===== config.mk =====
export PLATFORM = sky130hd
export DESIGN_NAME = ffha_ram
export DESIGN_NICKNAME = d
export VERILOG_FILES = /design/src/rtl/core/ffha_ram.sv
export SDC_FILE = /design/constraint.sdc
export NUM_CORES = 1
export LEC_CHECK = 0
export CAP_MARGIN = 5
export CORE_ASPECT_RATIO = 1.75
export CORE_UTILIZATION = 63
export CTS_CLUSTER_DIAMETER = 150
export DETAILED_ROUTE_END_ITERATION = 16
export DONT_BUFFER_PORTS = 1
export PLACE_DENSITY = 0.83
export SLEW_MARGIN = 20
export SYNTH_ARGS = -nofsm -noshare
export SYNTH_HDL_FRONTEND = slang
export SYNTH_SLANG_ARGS = --single-unit

===== constraint.sdc =====
create_clock -name clk -period 4.6 [get_ports clk]
set_input_delay 0.46 -clock clk [delete_from_list [all_inputs] [get_ports clk]]
set_output_delay 0.46 -clock clk [all_outputs]
set_load 0.03 [all_outputs]

===== src/rtl/core/ffha_ram.sv =====
module ffha_ram #(
  parameter int unsigned WIDTH = 8,
  parameter int unsigned DEPTH = 16
) (
  input  logic                     clk,
  input  logic                     we,
  input  logic [$clog2(DEPTH)-1:0] waddr,
  input  logic [WIDTH-1:0]         wdata,
  input  logic                     re,
  input  logic [$clog2(DEPTH)-1:0] raddr,
  output logic [WIDTH-1:0]         rdata
);

  logic [WIDTH-1:0] mem [DEPTH];
  logic [WIDTH-1:0] rdata_r;

  // Write port
  always_ff @(posedge clk) begin
    if (we) begin
      mem[waddr] <= wdata;
    end
  end

  // Registered read port
  always_ff @(posedge clk) begin
    if (re) begin
      rdata_r <= mem[raddr];
    end
  end

  assign rdata = rdata_r;

endmodule


==> qor.csv <==
metric;value;unit
synthesis.instances;229;
die_width;70.9;µm
power_switching;0.513;mW
h-tree-depth;4;
power;2.79;mW
die_area;8680;µm²
multi_input_gate_area;1070;µm²
nFillCells;453;
cts_tree;done;
rr_startpoint;mem[0][5];
outcome;finished, violations left;
cts_post_setup_buffers_inserted;0;
number_of_global_route_vias_before_repair;2412;
cp_data_required_time;4.63;ns
power.leakage;1.89;nW
critical_path.slowest_cell;nor3_1;
area.sequential;4080;µm²
vias;2344;
cts.repair.resized;0;
critical_path.cell_chain;or3b_2 > nor3_1;
path_buf_inv;0;
rrSetupSlack;3.00;ns
ff2ff_path_depth;3;
area.growth.synth_to_final;11.7;%
routed_wirelength;9.80;mm
cp.arrival;1.74;ns
synth_seq_cells;136;
grt_first_pass_wirelength;14.6;mm
chipHeight;123;µm
timing.critical_path.slowest_cell_delay;0.78;ns
slew_viol_final;0;
cellInternalPower;2.27;mW
track_usage;26.0;%
critical_path_depth;2;
timing.rr.end;rdata[5];
synth_area_per_cell;22.8;µm²
clock_path_buffers;2;
clock-sinks;136;
rsz0062_at_grt;no;
drt-initial-drc-count;263;
synth_compound_gate_area_share;2.30;%
sw_frac_of_total;18.4;%
worst-slew-pin-transition;0.996;ns
fraction_of_layout_cells_with_a_size_suffix_above_1;19.1;%
drc_errors;2;
portBuffers;0;
synthXorXnorAreaFrac;0;%
final_common_cell;edfxtp_1;
report.final.setup_viol;0;
clk_pin_slew_worst_paths;0.06;ns
clock_insertion_delay_worst_skew;0.41;ns
drt.antenna.violating_nets;0;
synth_cell_types;18;
globalplace.congestion;0.829;
fin_nets;258;
synth.yosys.seq_area_share;78.1;%
cp-start-kind;input port;
post-route-min-period;1.71;ns
wl_per_cell;28.7;µm
grt_start_max_net_pins;33;
hpwl;5.84;mm
crit_type;input port to flop;
critical_path.max_fanout;8;
hold_viol_final;0;
gr-total-overflow;0;
core_region_area;7960;µm²
power.share.sequential;50.9;%
most-common-layout-cells;edfxtp_1, mux4_2, clkbuf_16;
design.portCount;27;
failing_checks;DRC;
critical_path.endpoint;mem[0][3];
share_clk_of_total_power;46.4;%
max-cap-violations;0;
holdBufCountCts;0;
grt_antenna_before_repair;0;
synth_top_family_by_area;multiplexers;
syn_area;5230;µm²
fmaxAchievable;0.584;GHz
power_density;478;nW/µm²
min_path_cells;0;
synth_fa_ha_area_share;0;%
max_vdd_drop;411;µV
start_util;65.7;%
detail_route.first_pass.iterations;10;
yosysWarnings;0;
synth_fp_nets;248;
cts.root.buffer_cell;clkbuf_16;
path_delay_family;simple AND/OR/NAND/NOR gates;
rows;43;
combinational_power_share;2.7;%
routed_via_density;6.87;
crit_start;waddr[2];
worst_slew_margin_rel;33.1;%
numCtsBuffers;17;
hp-class;input port to flop;
fin_crit_sh;37.2;%
post_synth_simple_gate_area;3.14;%
synthMuxAreaShare;14.8;%
fin_setup_tns;0;ns
clock_skew;0.00672;ns
num_antenna_cells;0;
cp-end-kind;flop;
-- power by group through the flow --
stage          logic, mW  clock network [mW]  registers, mW
2_1_floorplan     0.0705                   0           1.44
3_5_place_dp      0.0735                   0           1.44
4_1_cts           0.0750                1.31           1.42
3_3_place_gp      0.0714                   0           1.44
6_report          0.0739                1.29           1.42
5_1_grt           0.0785                1.36           1.42
-- cell type report --
class	instances	share of cell area (%)
Sequential cell	136	70.0
Multi-Input combinational cell	83	18.3
Clock buffer	19	7.42
Clock inverter	12	2.29
Tap cell	90	1.93
Timing Repair Buffer	1	0.129
-- through the flow --
step           std cells  setup WS [ns]  cell area (µm²)  hold WS (ns)  util, %
2_1_floorplan        229           2.65             5230         0.559        -
3_3_place_gp         310           2.54             5260         0.560     66.1
3_5_place_dp         310           2.49             5260         0.560     66.1
4_1_cts              341           2.89             5830         0.122     73.2
5_1_grt              341           2.79             5840         0.116     73.3
6_report             341           2.89             5840         0.141     73.3
-- cell usage after synthesis (all sizes together) --
master,n,area share (%)
edfxtp,136,78
mux4,32,15
a22oi,16,2.3
nor2,13,0.93
nand2,9,0.65
buf,7,1.1
nor3,4,0.38
clkdlybuf4s25,3,0.57
nand2b,2,0.24
nand3b,2,0.29
and2,1,0.12
and2b,1,0.14
nand3,1,0.096
nor2b,1,0.12
or3b,1,0.17
-- cells by family (layout without fill, tap and decap cells) --
kind of cell	Yosys count	in the layout
AND/OR/NAND/NOR	35	35
AO/OA/AOI/OAI	16	16
flip-flops	136	136
multiplexers	32	32
buffers and inverters	10	32
-- state kept, by name, summed over array words and instances, names as in the netlist --
register and flops:
rdata 8, mem 128
-- layer usage --
metal | GRT usage, % | vias to the layer above | share of wire (%)
met2 | 42.3 | 130 | 54
met4 | 13.5 | 0 | 3.2
met5 | 0 | - | 0
met3 | 8.70 | 19 | 7.6
li1 | - | 997 | -
met1 | 30.9 | 1198 | 35
-- worst min path at each step --
stage | startpoint | endpoint | slack (ns)
after floorplan | wdata[0] | mem[0][0] | 0.56
after global placement | wdata[5] | mem[11][5] | 0.56
after detailed placement | wdata[5] | mem[10][5] | 0.56
after CTS | wdata[0] | mem[5][0] | 0.12
after global routing | wdata[2] | mem[4][2] | 0.12
final | wdata[3] | mem[4][3] | 0.14
(Power assumes the default switching activity.)
