`config.mk`:
```
export PLATFORM = sky130hd
export DESIGN_NAME = ffha_ctrl
export DESIGN_NICKNAME = d
export VERILOG_FILES = /design/src/rtl/core/ffha_pkg.sv /design/src/rtl/core/ffha_ctrl.sv
export SDC_FILE = /design/constraint.sdc
export NUM_CORES = 1
export LEC_CHECK = 0
export BUFFER_PORTS_ARGS = -buffer_cell sky130_fd_sc_hd__buf_2
export CAP_MARGIN = 20
export CORE_MARGIN = 5
export CORE_UTILIZATION = 55
export CTS_BUF_LIST = sky130_fd_sc_hd__clkbuf_8
export CTS_CLUSTER_SIZE = 30
export DETAILED_ROUTE_END_ITERATION = 16
export HOLD_SLACK_MARGIN = 0.05
export PLACE_DENSITY_LB_ADDON = 0.15
export SYNTH_ARGS = -nofsm -noshare
export SYNTH_HDL_FRONTEND = slang
export SYNTH_SLANG_ARGS = --single-unit
```
`constraint.sdc`:
```
create_clock -name clk -period 11.39 [get_ports clk]
set_input_delay 2.278 -clock clk [delete_from_list [all_inputs] [get_ports clk]]
set_output_delay 2.278 -clock clk [all_outputs]
set_load 0.03 [all_outputs]
```
`src/rtl/core/ffha_pkg.sv`:
```
package ffha_pkg;

  // Arena geometry
  localparam int unsigned HEAP_BYTES = 32768;
  localparam int unsigned GRAN_BYTES = 8;
  localparam int unsigned HDR_BYTES  = 16;
  localparam int unsigned MIN_SPLIT  = HDR_BYTES + GRAN_BYTES;
  localparam int unsigned GRANULES   = HEAP_BYTES / GRAN_BYTES;
  localparam int unsigned GA_W       = $clog2(GRANULES);
  localparam int unsigned GRAN_LSB   = $clog2(GRAN_BYTES);
  localparam int unsigned OFS_W      = $clog2(HEAP_BYTES);
  localparam int unsigned SIZE_W     = OFS_W + 1;

  // Working width for offset sums and size compares (covers the largest arena)
  localparam int unsigned XW = 24;

  // Word field widths
  localparam int unsigned REQ_W    = 16;
  localparam int unsigned ADDR_W   = 15;
  localparam int unsigned STATUS_W = 3;

  // Opcodes
  localparam logic OP_ALLOC = 1'b0;
  localparam logic OP_FREE  = 1'b1;

  // Result status codes
  localparam logic [STATUS_W-1:0] ST_OK     = 3'd0;
  localparam logic [STATUS_W-1:0] ST_NOFIT  = 3'd1;
  localparam logic [STATUS_W-1:0] ST_ZERO   = 3'd2;
  localparam logic [STATUS_W-1:0] ST_BADHDR = 3'd3;
  localparam logic [STATUS_W-1:0] ST_NULL   = 3'd4;

  // Constants in working width
  localparam logic [XW-1:0] HEAP_X  = XW'(HEAP_BYTES);
  localparam logic [XW-1:0] HDR_X   = XW'(HDR_BYTES);
  localparam logic [XW-1:0] GRAN_X  = XW'(GRAN_BYTES);
  localparam logic [XW-1:0] SPLIT_X = XW'(MIN_SPLIT);

  // One header store entry
  typedef struct packed {
    logic              valid;
    logic              free;
    logic [SIZE_W-1:0] size;
  } hdr_t;

  localparam int unsigned HDR_W = $bits(hdr_t);

  // Entry 0 after reset: one free block spanning the arena
  localparam hdr_t HDR_INIT = '{valid: 1'b1, free: 1'b1,
                                size: SIZE_W'(HEAP_BYTES - HDR_BYTES)};

  // Header store access from the controller
  typedef struct packed {
    logic            we;
    logic [GA_W-1:0] waddr;
    hdr_t            wdata;
    logic            re;
    logic [GA_W-1:0] raddr;
  } mem_req_t;

  // Finished result handed to the output register
  typedef struct packed {
    logic                valid;
    logic [STATUS_W-1:0] status;
    logic [ADDR_W-1:0]   addr;
  } res_t;

endpackage

```
`src/rtl/core/ffha_ctrl.sv`:
```
module ffha_ctrl import ffha_pkg::*; (
  input  logic              clk,
  input  logic              rst_n,
  input  logic              in_valid,
  output logic              in_stall,
  input  logic              in_opcode,
  input  logic [REQ_W-1:0]  in_request_size,
  input  logic [ADDR_W-1:0] in_free_addr,
  output mem_req_t          mem_req,
  input  hdr_t              mem_rdata,
  output res_t              res,
  input  logic              res_take
);

  localparam logic [2:0] S_INIT = 3'd0;
  localparam logic [2:0] S_IDLE = 3'd1;
  localparam logic [2:0] S_ACHK = 3'd2;
  localparam logic [2:0] S_FHDR = 3'd3;
  localparam logic [2:0] S_FNXT = 3'd4;
  localparam logic [2:0] S_WB   = 3'd5;
  localparam logic [2:0] S_RES  = 3'd6;

  logic [2:0]          state_r, state_nxt;
  logic [GA_W-1:0]     clr_r, clr_nxt;
  logic                op_r, op_nxt;
  logic [XW-1:0]       need_r, need_nxt;
  logic [OFS_W-1:0]    h_r, h_nxt;
  logic [OFS_W-1:0]    end_r, end_nxt;
  logic [SIZE_W-1:0]   acc_r, acc_nxt;
  logic [GA_W-1:0]     pend_addr_r, pend_addr_nxt;
  hdr_t                pend_data_r, pend_data_nxt;
  logic [STATUS_W-1:0] res_status_r, res_status_nxt;
  logic [ADDR_W-1:0]   res_addr_r, res_addr_nxt;

  logic [XW-1:0] hx, bsz_x, walk_x, tail_x, tail_size_x, user_x;
  logic [XW-1:0] acc_sum_x, end_sum_x;
  logic [XW-1:0] need_raw_x, need_in_x, fa_x, fh_x;
  logic          fit, split, free_bad;

  // Datapath for the header just read
  always_comb begin
    hx          = XW'(h_r);
    bsz_x       = XW'(mem_rdata.size);
    walk_x      = hx + HDR_X + bsz_x;
    fit         = mem_rdata.free && (bsz_x >= need_r);
    split       = bsz_x >= (need_r + SPLIT_X);
    tail_x      = hx + HDR_X + need_r;
    tail_size_x = bsz_x - need_r - HDR_X;
    user_x      = hx + HDR_X;
    acc_sum_x   = XW'(acc_r) + HDR_X + bsz_x;
    end_sum_x   = XW'(end_r) + HDR_X + bsz_x;
  end

  // Request decode: round the size up, check the free address
  always_comb begin
    need_raw_x = XW'(in_request_size) + (GRAN_X - XW'(1));
    need_in_x  = {need_raw_x[XW-1:GRAN_LSB], {GRAN_LSB{1'b0}}};
    fa_x       = XW'(in_free_addr);
    fh_x       = fa_x - HDR_X;
    free_bad   = (fa_x < HDR_X) || (in_free_addr[GRAN_LSB-1:0] != '0) ||
                 (fh_x >= HEAP_X);
  end

  assign in_stall = (state_r != S_IDLE);

  // Sequencer
  always_comb begin
    state_nxt      = state_r;
    clr_nxt        = clr_r;
    op_nxt         = op_r;
    need_nxt       = need_r;
    h_nxt          = h_r;
    end_nxt        = end_r;
    acc_nxt        = acc_r;
    pend_addr_nxt  = pend_addr_r;
    pend_data_nxt  = pend_data_r;
    res_status_nxt = res_status_r;
    res_addr_nxt   = res_addr_r;
    mem_req        = '0;
    res.valid      = 1'b0;
    res.status     = res_status_r;
    res.addr       = res_addr_r;

    case (state_r)
      // Sweep the store once after reset
      S_INIT: begin
        mem_req.we    = 1'b1;
        mem_req.waddr = clr_r;
        mem_req.wdata = (clr_r == '0) ? HDR_INIT : '0;
        clr_nxt       = clr_r + GA_W'(1);
        if (clr_r == GA_W'(GRANULES - 1)) begin
          state_nxt = S_IDLE;
        end
      end

      // Take a word and start its walk
      S_IDLE: begin
        if (in_valid) begin
          op_nxt       = in_opcode;
          res_addr_nxt = '0;
          if (in_opcode == OP_ALLOC) begin
            if (in_request_size == '0) begin
              res_status_nxt = ST_ZERO;
              state_nxt      = S_RES;
            end else begin
              need_nxt      = need_in_x;
              h_nxt         = '0;
              mem_req.re    = 1'b1;
              mem_req.raddr = '0;
              state_nxt     = S_ACHK;
            end
          end else begin
            if (in_free_addr == '0) begin
              res_status_nxt = ST_NULL;
              state_nxt      = S_RES;
            end else if (free_bad) begin
              res_status_nxt = ST_BADHDR;
              state_nxt      = S_RES;
            end else begin
              h_nxt         = fh_x[OFS_W-1:0];
              mem_req.re    = 1'b1;
              mem_req.raddr = fh_x[GRAN_LSB +: GA_W];
              state_nxt     = S_FHDR;
            end
          end
        end
      end

      // Allocate: check one block, take it or advance to the next
      S_ACHK: begin
        if (!mem_rdata.valid) begin
          res_status_nxt = ST_NOFIT;
          state_nxt      = S_RES;
        end else if (fit) begin
          if (split) begin
            mem_req.we    = 1'b1;
            mem_req.waddr = tail_x[GRAN_LSB +: GA_W];
            mem_req.wdata = {1'b1, 1'b1, tail_size_x[SIZE_W-1:0]};
            pend_data_nxt = {1'b1, 1'b0, need_r[SIZE_W-1:0]};
          end else begin
            pend_data_nxt = {1'b1, 1'b0, mem_rdata.size};
          end
          pend_addr_nxt  = hx[GRAN_LSB +: GA_W];
          res_status_nxt = ST_OK;
          res_addr_nxt   = user_x[ADDR_W-1:0];
          state_nxt      = S_WB;
        end else if (walk_x >= HEAP_X) begin
          res_status_nxt = ST_NOFIT;
          state_nxt      = S_RES;
        end else begin
          h_nxt         = walk_x[OFS_W-1:0];
          mem_req.re    = 1'b1;
          mem_req.raddr = walk_x[GRAN_LSB +: GA_W];
        end
      end

      // Free: validate the header, then look at the block after it
      S_FHDR: begin
        if (!mem_rdata.valid) begin
          res_status_nxt = ST_BADHDR;
          state_nxt      = S_RES;
        end else begin
          pend_addr_nxt  = hx[GRAN_LSB +: GA_W];
          acc_nxt        = mem_rdata.size;
          res_status_nxt = ST_OK;
          if (walk_x >= HEAP_X) begin
            pend_data_nxt = {1'b1, 1'b1, mem_rdata.size};
            state_nxt     = S_WB;
          end else begin
            end_nxt       = walk_x[OFS_W-1:0];
            mem_req.re    = 1'b1;
            mem_req.raddr = walk_x[GRAN_LSB +: GA_W];
            state_nxt     = S_FNXT;
          end
        end
      end

      // Free: absorb a following free block and drop its header
      S_FNXT: begin
        if (mem_rdata.valid && mem_rdata.free) begin
          mem_req.we    = 1'b1;
          mem_req.waddr = end_r[GRAN_LSB +: GA_W];
          mem_req.wdata = '0;
          acc_nxt       = acc_sum_x[SIZE_W-1:0];
          if (end_sum_x >= HEAP_X) begin
            pend_data_nxt = {1'b1, 1'b1, acc_sum_x[SIZE_W-1:0]};
            state_nxt     = S_WB;
          end else begin
            end_nxt       = end_sum_x[OFS_W-1:0];
            mem_req.re    = 1'b1;
            mem_req.raddr = end_sum_x[GRAN_LSB +: GA_W];
          end
        end else begin
          pend_data_nxt = {1'b1, 1'b1, acc_r};
          state_nxt     = S_WB;
        end
      end

      // Write back the owning header
      S_WB: begin
        mem_req.we    = 1'b1;
        mem_req.waddr = pend_addr_r;
        mem_req.wdata = pend_data_r;
        state_nxt     = S_RES;
      end

      // Hold the result until the output register takes it
      S_RES: begin
        res.valid = 1'b1;
        if (res_take) begin
          state_nxt = S_IDLE;
        end
      end

      default: begin
        state_nxt = S_IDLE;
      end
    endcase
  end

  // Control state
  always_ff @(posedge clk) begin
    if (!rst_n) begin
      state_r <= S_INIT;
      clr_r   <= '0;
    end else begin
      state_r <= state_nxt;
      clr_r   <= clr_nxt;
    end
  end

  // Walk and result registers
  always_ff @(posedge clk) begin
    op_r         <= op_nxt;
    need_r       <= need_nxt;
    h_r          <= h_nxt;
    end_r        <= end_nxt;
    acc_r        <= acc_nxt;
    pend_addr_r  <= pend_addr_nxt;
    pend_data_r  <= pend_data_nxt;
    res_status_r <= res_status_nxt;
    res_addr_r   <= res_addr_nxt;
  end

  a_no_same_entry: assert property (@(posedge clk) disable iff (!rst_n)
    (mem_req.we && mem_req.re) |-> (mem_req.waddr != mem_req.raddr))
    else $error("header store read and write hit the same entry");

  a_aligned_walk: assert property (@(posedge clk) disable iff (!rst_n)
    (state_r == S_ACHK || state_r == S_FHDR) |-> (h_r[GRAN_LSB-1:0] == '0))
    else $error("header offset not granule aligned");

  a_merge_ahead: assert property (@(posedge clk) disable iff (!rst_n)
    (state_r == S_FNXT) |-> (end_r > h_r))
    else $error("merge pointer not beyond the freed header");

  a_alloc_addr: assert property (@(posedge clk) disable iff (!rst_n)
    (state_r == S_RES && op_r == OP_ALLOC && res_status_r == ST_OK) |->
    (res_addr_r >= ADDR_W'(HDR_BYTES)))
    else $error("allocated offset lies inside a header");

endmodule

```
==> impl_metrics.csv, run 1 <==
group,metric,value,unit
status,outcome,"complete, no violations",
sta,post-route-period-util,68.91,%
grt,grt_max_degree,53,
sta,fin_skew,12.81,ps
final_layout,multi_input_area,7223,sq um
die,coreArea,20230,sq um
critical_path,crit_path_start_kind,"primary input",
sta,tightest_slew,1046,ps
die,ios,118,
cts,cts_max_path_buffers,2,
final_layout,final_nets,1587,
cts,cts_root_buffer,"clkbuf_8",
yosys,synth_area,11310,sq um
final_layout,area_growth,10.67,%
final_layout,regArea,3513,sq um
sta,report.final.slew_viol_count,0,
cts,ctsResizeCount,0,
sta,rsz0062_at_grt,"no",
grt,grt_overflow,0,
sta,setup_violations,0,
place,pre_cts_ws,3602,ps
cts,cts_setup_buffers,0,
grt,first_global_vias,9653,
route,avgRoutedWirePerCell,21.27,microns
yosys,async_flop_share,0,%
grt,grt_util_all_layers,29.42,%
final_layout,n_antenna_cell,0,
yosys,synth-edff-count,107,
power_and_ir_drop,power_leakage,5.510,nW
cts,clkSlewWorstSetupHoldPaths,80,ps
route,vias,10390,
die,fp.dieW,153.4,microns
cts,cts_hold_buf,0,
die,die_h,153.4,microns
yosys,syn_nets,1482,
yosys,ys_seq_elements,122,
final_layout,drive_above_1_share,13.78,%
die,start_util,55.91,%
critical_path,criticalPathCategory,"in2out",
sta,setup_tns,0,ps
sta,fin_ws,3541,ps
final_layout,fillers,1766,
run,cap_violations,0,
worst_hold_path,hold_class,"reg2reg",
route,dr.pass1.iters,9,
critical_path,crit_path_end_kind,"primary output",
place,dp_hpwl,27.62,mm
place,place_congestion,0.9660,
route,viasPerCell,6.248,
critical_path,worstPathArrival,5570,ps
yosys,syn_area_per_cell,8.872,sq um
sta,fin_crit,7849,ps
sta,slew_headroom,29.92,%
die,rows,52,
yosys,netlist_instances,1275,
route,drc,0,
cts,cts_sinks,122,
power_and_ir_drop,ir_drop,0.09520,mV
cts,numCtsBuffers,17,
route,drt_iter0_drc,1156,
yosys,synthFlopType,"edfxtp_1",
grt,grt_pass1_wl,54.58,mm
grt,antenna_found_initial,0,
route,wl,35.37,mm
sta,whs,510.3,ps
cts,tritoncts,"built",
cts,htreeDepth,4,
sta,max_freq,127.4,MHz
die,die_area,23540,sq um
critical_path,critical_path.max_fanout,9,
sta,hold_violations,0,
yosys,ys_warn_count,0,
route,antenna_left,0,
place,port_buffers,117,
yosys,synth_cell_types,84,
yosys,ys_seq_area_share,31.06,%
cts,clk_latency,460,ps
power_and_ir_drop,p_per_area,175.1,nW/um^2
critical_path,required,9110,ps
final cells by class:
class	instances	share of cell area (%)
multi-input cells	1017	57.70
flip-flops and latches	122	28.06
repair buffers	127	5.307
inverters	95	2.848
well taps	270	2.698
clock buffers	17	1.869
clock inverters	15	1.519
worst paths after layout:
check | from | to | slack (ps) | depth (start not counted)
max reg2reg | need_r[4] | pend_data_r[15] | 6680 | 14
min reg2reg | h_r[12] | pend_addr_r[9] | 510 | 0
min | h_r[12] | pend_addr_r[9] | 510 | 0
max | mem_rdata[1] | mem_req[0] | 3540 | 14
cells by family after synthesis:
logic type,count (synthesis),share of synthesized area [%]
and+or+nand+nor,416,17.56
AOI/OAI and AO/OA,336,20.15
adders and majority gates,153,17.19
xor gates and xnor gates,103,7.975
buffers and inverters,136,5.254
muxes,9,0.8075
DFF,122,31.06
per-layer routing:
layer  up-vias  global-route usage, %  routed length [microns]
li1       4898                      -                        -
met1      4903                  42.37                    15500
met2       520                  45.22                    15640
met3        70                  5.541                     3371
met4         0                  8.747                      856
met5         -                      0                        0
power breakdown:
group / switching [mW] / leakage, nW / internal (mW)
clock: 0.207 / 0.207 / 0.221
sequential: 0.0521 / 1.10 / 0.603
combinational: 0.748 / 4.20 / 0.361
total: 1.01 / 5.51 / 1.18
flip-flops by register name, summed over array words and instances, names as in the netlist:
register,count
res_addr_r,15
end_r,15
pend_addr_r,12
h_r,15
res_status_r,3
acc_r,16
need_r,14
pend_data_r,17
clr_r,12
state_r,3
synth_stat cells (all sizes together), types with 11 or more instances:
cell type,n,share of area (%)
a21oi,68,3.0
clkbuf,26,0.96
a222oi,18,1.6
buf,13,0.95
a211oi,12,0.80
and3,16,0.88
nor3,39,1.8
nand2,136,4.5
ha,149,16
nor2,93,3.1
o21a,21,1.4
nor2b,11,0.61
a21o,24,1.6
xor2,49,3.8
nand3,38,1.7
edfxtp,107,28
and2,14,0.77
xnor2,54,4.2
dfxtp,15,2.7
o21ai,104,4.6
inv,95,3.2
nand4,15,0.83
metrics by stage:
step                      area [sq um]  total power [mW]  instances  util (%)
after global routing             12520             2.311       1663     61.87
after detailed placement         12080             1.752       1630     59.72
final                            12520             2.192       1663     61.87
after global placement           12080             1.741       1630     59.72
after floorplan                  11310             1.442       1275         -
after CTS                        12510             2.177       1662     61.82
worst max-delay path, stage by stage:
cell      delay (ps)
buf_2            180
ha_1             310
ha_1             180
inv_1             60
fa_1             390
nor2b_1          190
o31ai_2          100
a22oi_1          340
a221o_1          270
nor4b_1          350
or2_2            310
inv_1            130
o221ai_1         210
buf_2            240
cell usage in the layout, fill, tap and decap left out, drive strengths merged, types with 10 or more instances in the layout:
cell,Yosys,final
and3,16,16
nor2b,11,11
ha,149,149
a21oi,68,68
a21o,24,24
edfxtp,107,107
dfxtp,15,15
inv,95,100
nand4,15,15
xnor2,54,54
o21a,21,21
nor2,93,93
a211oi,12,12
o21ai,104,104
nor4,10,10
nor3,39,39
nand3,38,38
nand2,136,136
buf,13,127
clkbuf,26,17
and2,14,14
a222oi,18,18
xor2,49,49
(Power assumes the default switching activity.)
==> inputs of run 2 (changes only) <==
clock period = 7.75 ns   (was 11.39 ns; I/O delays follow)
==> impl_metrics.csv, run 2 (synthesis gave the netlist of run 1 again) <==
group,metric,value,unit
critical_path,path_cells,"inv_1 -> ha_1 -> and3b_1 -> nand4_1 -> nor2_1 -> nand3_1 -> xnor2_1 -> ha_1 -> nand4b_1 -> o41ai_1 -> o221ai_2 -> or2_2 -> o31ai_1 -> buf_2",
critical_path,required,6200,ps
critical_path,ff2ff_path_depth,14,
critical_path,worstPathArrival,4990,ps
place,port_buffers,117,
route,highest_layer,"met4",
run,cap_violations,0,
sta,hold_violations,0,
die,rows,52,
sta,rsz0062_at_grt,"no",
cts,cts_sinks,122,
sta,tightest_slew,1030,ps
final_layout,drive_above_1_share,13.98,%
critical_path,crit_slowest_cell,"or2_2",
critical_path,crit_path_start_kind,"flip-flop",
worst_hold_path,hold_class,"reg2reg",
critical_path,crit_top_cell,"ha_1",
sta,post-route-period-util,84.38,%
grt,grt_max_degree,53,
grt,first_global_vias,9856,
cts,cts_setup_buffers,0,
die,start_util,55.91,%
place,place_area,12100,sq um
grt,antenna_found_initial,0,
final_layout,mostFrequentLayoutCells,"ha_1, nand2_1, buf_2, edfxtp_1, o21ai_0",
route,antenna_left,0,
sta,report.final.slew_viol_count,0,
cts,cts_max_path_buffers,2,
route,drt_iter0_drc,1141,
critical_path,crit_path_end_kind,"primary output",
sta,setup_tns,0,ps
sta,fin_skew,13.99,ps
power_and_ir_drop,power_leakage,5.535,nW
sta,setup_violations,0,
final_layout,n_antenna_cell,0,
sta,whs,515.8,ps
route,dr_wl_met3,3.355,mm
grt,grt_util_all_layers,29.61,%
die,die_h,153.4,microns
final_layout,fin_area,12560,sq um
final_layout,top_regs,"pend_data_r x17, acc_r x16",
final_layout,final_nets,1589,
grt,grt_overflow,0,
worst_hold_path,min_from,"h_r[10]",
power_and_ir_drop,ir_drop,0.1544,mV
route,wl,35.55,mm
worst_hold_path,hold_depth,0,
route,avgRoutedWirePerCell,21.35,microns
die,die_area,23540,sq um
cts,cts_root_buffer,"clkbuf_8",
route,dr.pass1.iters,6,
die,coreArea,20230,sq um
cts,tritoncts,"built",
critical_path,crit-reg2reg-launch,"need_r[4]",
sta,slew_headroom,31.20,%
cts,clk_latency,470,ps
critical_path,cp_top_family,"simple AND/OR/NAND/NOR gates",
critical_path,critical_path.max_fanout,27,
route,viasPerCell,6.220,
sta,fin_crit,6539,ps
route,wl_met1,15.24,mm
route,wl_met2,15.67,mm
final_layout,area_growth,11.05,%
route,vias,10360,
critical_path,cp_slowest_stage_delay,590,ps
cts,clkSlewWorstSetupHoldPaths,80,ps
cts,ctsResizeCount,0,
critical_path,reg2reg_slack,3110,ps
die,ios,118,
cts,htreeDepth,4,
critical_path,r2r_end,"pend_data_r[15]",
critical_path,critPathBufInv,2,
critical_path,criticalPathCategory,"reg2out",
final_layout,largest_reg_flops,17,
cts,cts_hold_buf,0,
place,place_congestion,0.9837,
grt,grt_pass1_wl,54.80,mm
cts,numCtsBuffers,17,
sta,max_freq,152.9,MHz
final_layout,largest-register,"pend_data_r",
status,outcome,"complete, no violations",
final_layout,mostFrequentLayoutCell,"ha_1",
place,dp_hpwl,27.59,mm
power_and_ir_drop,p_per_area,260.0,nW/um^2
final_layout,fillers,1814,
die,fp.dieW,153.4,microns
worst_hold_path,min_to,"pend_addr_r[7]",
route,drc,0,
==> run 2: cell types whose count changed in the layout (fill, tap and decap cells not counted) <==
cell | previous run | this run
inv_6 | 4 | 6
bufinv_16 | 3 | 4
buf_6 | 1 | 0
clkbuf_8 | 17 | 18
clkinv_1 | 1 | 0
clkinv_4 | 4 | 1
buf_4 | 9 | 12
==> run 2: worst max path at each step <==
| stage | cells after the start | start | slack [ps] | end |
|---|---|---|---|---|
| 4_1_cts | 15 | h_r[5] | 1290 | mem_req[4] |
| 6_report | 14 | need_r[4] | 1210 | mem_req[35] |
| 5_1_grt | 15 | h_r[5] | 960 | mem_req[4] |
| 3_3_place_gp | 14 | mem_rdata[1] | 1580 | mem_req[0] |
| 2_1_floorplan | 12 | mem_rdata[4] | 1820 | mem_req[27] |
| 3_5_place_dp | 14 | mem_rdata[1] | 1410 | mem_req[0] |
==> run 2: through the flow <==
stage / total power [mW] / setup WS [ps] / util [%] / instances
after CTS: 3.257 / 1291 / 62.05 / 1664
after global routing: 3.448 / 958.4 / 62.08 / 1665
after detailed placement: 2.579 / 1414 / 59.79 / 1632
final: 3.266 / 1211 / 62.08 / 1665
after floorplan: 2.119 / 1817 / - / 1275
after global placement: 2.562 / 1577 / 59.79 / 1632
==> run 2: layer usage <==
metal | track usage (%) | vias up
met4 | 10.26 | 0
met2 | 46.27 | 510
met3 | 5.966 | 90
met1 | 41.13 | 4834
met5 | 0 | -
li1 | - | 4922
==> run 2: layout make-up <==
cell class                      count  area (sq um)  share of cell area [%]
Clock inverter                     14         207.7                   1.653
Clock buffer                       18         247.7                   1.972
Timing Repair Buffer              129         675.6                   5.379
Tap cell                          270         337.8                   2.689
Sequential cell                   122          3513                   27.97
Inverter                           95         356.6                   2.839
Multi-Input combinational cell   1017          7223                   57.50
==> run 2: where the power goes <==
group	leakage, nW	internal, mW	switching, mW
clock	0.224	0.368	0.310
sequential	1.10	0.886	0.0751
combinational	4.21	0.531	1.10
